$ cat config.mk
export PLATFORM = sky130hd
export DESIGN_NAME = psl_label_cmp
export DESIGN_NICKNAME = d
export VERILOG_FILES = /design/src/hdl/psl_label_cmp.sv
export SDC_FILE = /design/constraint.sdc
export NUM_CORES = 1
export LEC_CHECK = 0
export BUFFER_PORTS_ARGS = -buffer_cell sky130_fd_sc_hd__buf_2
export CAP_MARGIN = 15
export CORE_MARGIN = 2
export CORE_UTILIZATION = 35
export DETAILED_ROUTE_END_ITERATION = 8
export PLACE_DENSITY = 0.82
export SLEW_MARGIN = 20
export SYNTH_ARGS = -nofsm -noshare
export SYNTH_HDL_FRONTEND = slang
export SYNTH_SLANG_ARGS = --single-unit
$ cat constraint.sdc
create_clock -name vclk -period 1
set_input_delay 0.05 -clock vclk [all_inputs]
set_output_delay 0.05 -clock vclk [all_outputs]
set_load 0.01 [all_outputs]
$ cat src/hdl/psl_label_cmp.sv
// ----------------------------------------------------------------------------
// psl_label_cmp
// Shared label compare unit: minimum search and relabel match.
// ----------------------------------------------------------------------------
module psl_label_cmp #(
    parameter int LW = 13
) (
    input  logic [LW-1:0]       i_label,
    input  logic [LW-1:0]       i_best,
    input  logic [3:0][LW-1:0]  i_nb,
    output logic                o_lower,
    output logic                o_hit
);

    // open label below the running minimum
    assign o_lower = (i_label != '0) && (i_label < i_best);

    // label belongs to one of the merged components
    always_comb begin
        o_hit = 1'b0;
        for (int k = 0; k < 4; k++) begin
            if ((i_nb[k] != '0) && (i_label == i_nb[k])) begin
                o_hit = 1'b1;
            end
        end
    end

endmodule

# --- Word-level counts from Yosys, hierarchy flattened ---
# Cells that the tools add are included.
totals:
  ff_bits: 0
  inputBits: 78
  output_inout_bits: 2
op_classes:
  n_mux: 4
  n_reduce_logical: 10
  eq_ne: 4
  order_cmp: 1
ops:
  columns: ["cell", "n"]
  rows:
  - ["13-bit nonzero test", 5]
  - ["13-bit == test", 4]
  - ["13-bit less-than comparator", 1]
  - ["1-bit logical AND", 5]
  - ["1-bit 2-to-1 mux", 4]

# --- Logic depth before layout (Yosys ltp) ---
depth:
  word_depth: 6
  ltp_mapped: 7

# --- Least setup slack after synthesis ---
# No wires, ideal clock.
synth_path:
  kind: "input port to output port"
  from: "input port i_best[6]"
  to: "output port o_lower"
  slack_ps: -91
  path_buffers: 0
  stages: 7
  arrival_ps: 1041
  cell_sequence: "inv_1 -> ha_1 -> a21o_1 -> a21o_1 -> a21oi_1 -> o211ai_1 -> a21oi_2"
synth_via:
  elab_chain_cells: 2
synth_lines:
  columns: ["item", "line", "text"]
  rows:
  - ["start: declaration", "9", "input logic [LW-1:0] i_best,"]
  - ["13-bit less-than comparator", "16", "assign o_lower = (i_label != '0) && (i_label < i_best);"]
  - ["1-bit logical AND", "16", null]
  - ["end: declaration", "11", "output logic o_lower,"]
# Every way passes these cells.

# --- Worst setup path after layout ---
layout_path:
  from: "input port i_label[10]"
  to: "output port o_lower"
layout_via:
  elab_chain_cells: 2
  elab_cells_between_ends: 3
  classes_between: "order compare (1); reduce/logical (2)"
layout_lines:
  columns: ["item", "line", "text"]
  rows:
  - ["start: declaration", "8", "input logic [LW-1:0] i_label,"]
  - ["13-bit less-than comparator / 13-bit nonzero test (equally long branches)", "16", null]
  - ["1-bit logical AND (*)", "16", null]
# Every way passes the cells marked *; elsewhere a longest branch is shown, timed or not.

==> results.yml <==
yosys:
  synth_area_mm2: 0.00113
  netlist-cell-type-count: 22
  synth_seq_area_share_pct: 0
  syn-instance-count: 152
  synthesis.yosys.warnings: 0
  synth_fp_nets: 242
  avgSynthCellArea_um2: 7.42
floorplanning:
  die_area_mm2: 0.00369
  std_cell_rows: 20
  number_of_i_o_pins: 80
  placeableCoreArea_mm2: 0.00305
  floorplan.initialDensity_pct: 37.0
  floorplan.die.width_um: 60.8
  die_h_um: 60.8
place:
  port_buffers: 80
  rd_place_congestion: 0.826
  hpwl_mm: 3.15
global_route:
  grt_remaining_overflow: 0
  grt_max_degree: 7
  grt_first_pass_wirelength_mm: 5.36
  initial_antenna_violation_count: 0
  gr_util_all_layers_pct: 18.8
  grt_pass1_vias: 1330
detailed_routing:
  routed-via-count: 1376
  drt_iter0_markers: 49
  detail_route.vias_per_cell: 5.00
  postRouteAntennaNets: 0
  drt_pre_antenna_iters: 4
  drt-wirelength-per-cell_um: 13.2
  post-route-drc-count: 0
  total_detailed_routing_wirelength_mm: 3.62
timing:
  final_critical_path_setup_slack_ns: -0.202
  slew_violations: 0
  relSlewSlack_pct: 79.8
  final_period_minus_worst_setup_slack_ns: 1.20
  final_min_period_over_clock_period_pct: 120
  rsz0062_at_grt: "true"
  slew_of_the_pin_with_the_lowest_slew_margin_ns: 0.300
  hold_viol_final: 0
  fmaxAchievable_mhz: 832
  finalSetupViolations: 2
worst_setup_path:
  cp_required_ns: 0.95
  timing.critical_path.arrival_ns: 1.15
  crit_path_max_fanout: 2
  critPathCaptureType: "output pin"
  setup.worst_path.start_class: "primary input"
  critPathKind: "in -> out"
min_path:
  hp-start: "i_nb[31]"
  worstHoldPathType: "in -> out"
  min_to: "o_hit"
  worstHoldPathCells: 6
final_layout:
  clock_buffer_count: 0
  regArea_um2: 0
  synthesis_to_finish_area_growth_pct: 49.4
  final_layout_size_suffix_gt1_share_pct: 45.9
  antenna_cells: 0
  seq_cell_count: 0
  post_layout_nets: 323
  final_core_utilization_pct: 55.2
power_and_ir_drop:
  p_per_area_mw_per_mm2: 411
  internal_power_mw: 0.365
  p_switching_mw: 0.329
  comb_power_share_pct: 100.0
  cellLeakagePower_nw: 0.802
  switching_share_pct: 47.5
  clock_network_fraction_of_design_power_pct: 0
  peakVddDrop_mv: 0.168
  seqPwrFrac_pct: 0
  post_layout_power_mw: 0.694
run:
  number_of_max_cap_violations: 0
clock_network:
  post-cts-setup-buffer-count: 0
status:
  outcome: "complete, but fails checks"
  failed_checks: "setup timing"
## area by class of cell
cell class / count / area (µm²)
Inverter: 12 / 57.6
Timing Repair Buffer: 92 / 532
Fill cell: 311 / 1370
Tap cell: 44 / 55.1
Multi-Input combinational cell: 127 / 1040
## Yosys cell counts (all sizes together)
cell | instances | area (µm²)
a21o | 3 | 22.5
a21oi | 5 | 32.5
a41oi | 1 | 8.76
buf | 13 | 111
ha | 12 | 150
inv | 12 | 45.0
nand2 | 1 | 3.75
nand2b | 1 | 6.26
nand3 | 4 | 20.0
nand4 | 15 | 93.8
nor2 | 6 | 22.5
nor2b | 1 | 6.26
nor3 | 9 | 45.0
nor4 | 14 | 87.6
o211ai | 1 | 7.51
o21ai | 2 | 10.0
xnor2 | 32 | 280
xor2 | 20 | 175
## kinds of logic after synthesis
family | after synthesis | synth area share [%]
and+or+nand+nor | 51 | 25.3
adders and majority gates | 12 | 13.3
buffers and inverters | 25 | 13.9
AOI/OAI and AO/OA | 12 | 7.21
xor gates and xnor gates | 52 | 40.4
## power groups by stage
| stage | clock network [mW] | logic, mW | registers (mW) |
|---|---|---|---|
| 4_1_cts | 0 | 0.685 | 0 |
| 2_1_floorplan | 0 | 0.370 | 0 |
| 3_5_place_dp | 0 | 0.651 | 0 |
| 5_1_grt | 0 | 0.759 | 0 |
| 6_report | 0 | 0.694 | 0 |
| 3_3_place_gp | 0 | 0.634 | 0 |
## repair_timing
| item | CTS | global route |
|---|---|---|
| gates resized for setup | 13 | 5 |
| pin swaps | 14 | 4 |
| hold buffers | 0 | 0 |
| setup endpoints to repair | 2 | 2 |
## worst max path at each step
stage          endpoint  cells past startpoint        start  slack, ns
2_1_floorplan   o_lower                      7    i_best[6]      -0.02
3_3_place_gp    o_lower                      9    i_best[6]      -0.32
3_5_place_dp    o_lower                      9    i_best[6]      -0.33
4_1_cts         o_lower                      9    i_best[6]      -0.23
5_1_grt         o_lower                      9    i_best[6]      -0.27
6_report        o_lower                      8  i_label[10]      -0.20
## routing by layer
layer	global-route usage (%)	wire (µm)	up-vias
li1	-	-	697
met1	21.8	1510	616
met2	38.9	1870	59
met3	0.426	219	4
met4	1.55	23	0
met5	0	0	-
## cell usage in the layout, fill, tap and decap left out, drive strengths merged, types with 2 or more instances in the layout
cell type   n
buf        92
xnor2      32
xor2       20
nand4      15
nor4       14
inv        12
ha         12
nor3        9
nor2        6
a21oi       5
nand3       4
a21o        3
o21ai       2
## worst max-delay path, stage by stage
cell and delay (ns):
sky130_fd_sc_hd__buf_2 0.11, sky130_fd_sc_hd__ha_1 0.32, sky130_fd_sc_hd__a21oi_2 0.13, sky130_fd_sc_hd__nor2b_1 0.05, sky130_fd_sc_hd__o21ai_0 0.14, sky130_fd_sc_hd__o211ai_1 0.12
sky130_fd_sc_hd__a21oi_2 0.11, sky130_fd_sc_hd__buf_2 0.13
## per-stage QoR
step           hold WS (ns)  TNS [ns]  cell area [µm²]  instances  setup WS, ns
2_1_floorplan         0.346   -0.0176             1150        152       -0.0176
3_3_place_gp          0.564    -0.495             1600        275        -0.322
3_5_place_dp          0.561    -0.577             1600        275        -0.328
4_1_cts               0.577    -0.386             1660        275        -0.229
5_1_grt               0.603    -0.512             1690        275        -0.266
6_report              0.568    -0.365             1690        275        -0.202
(Power assumes the default switching activity.)
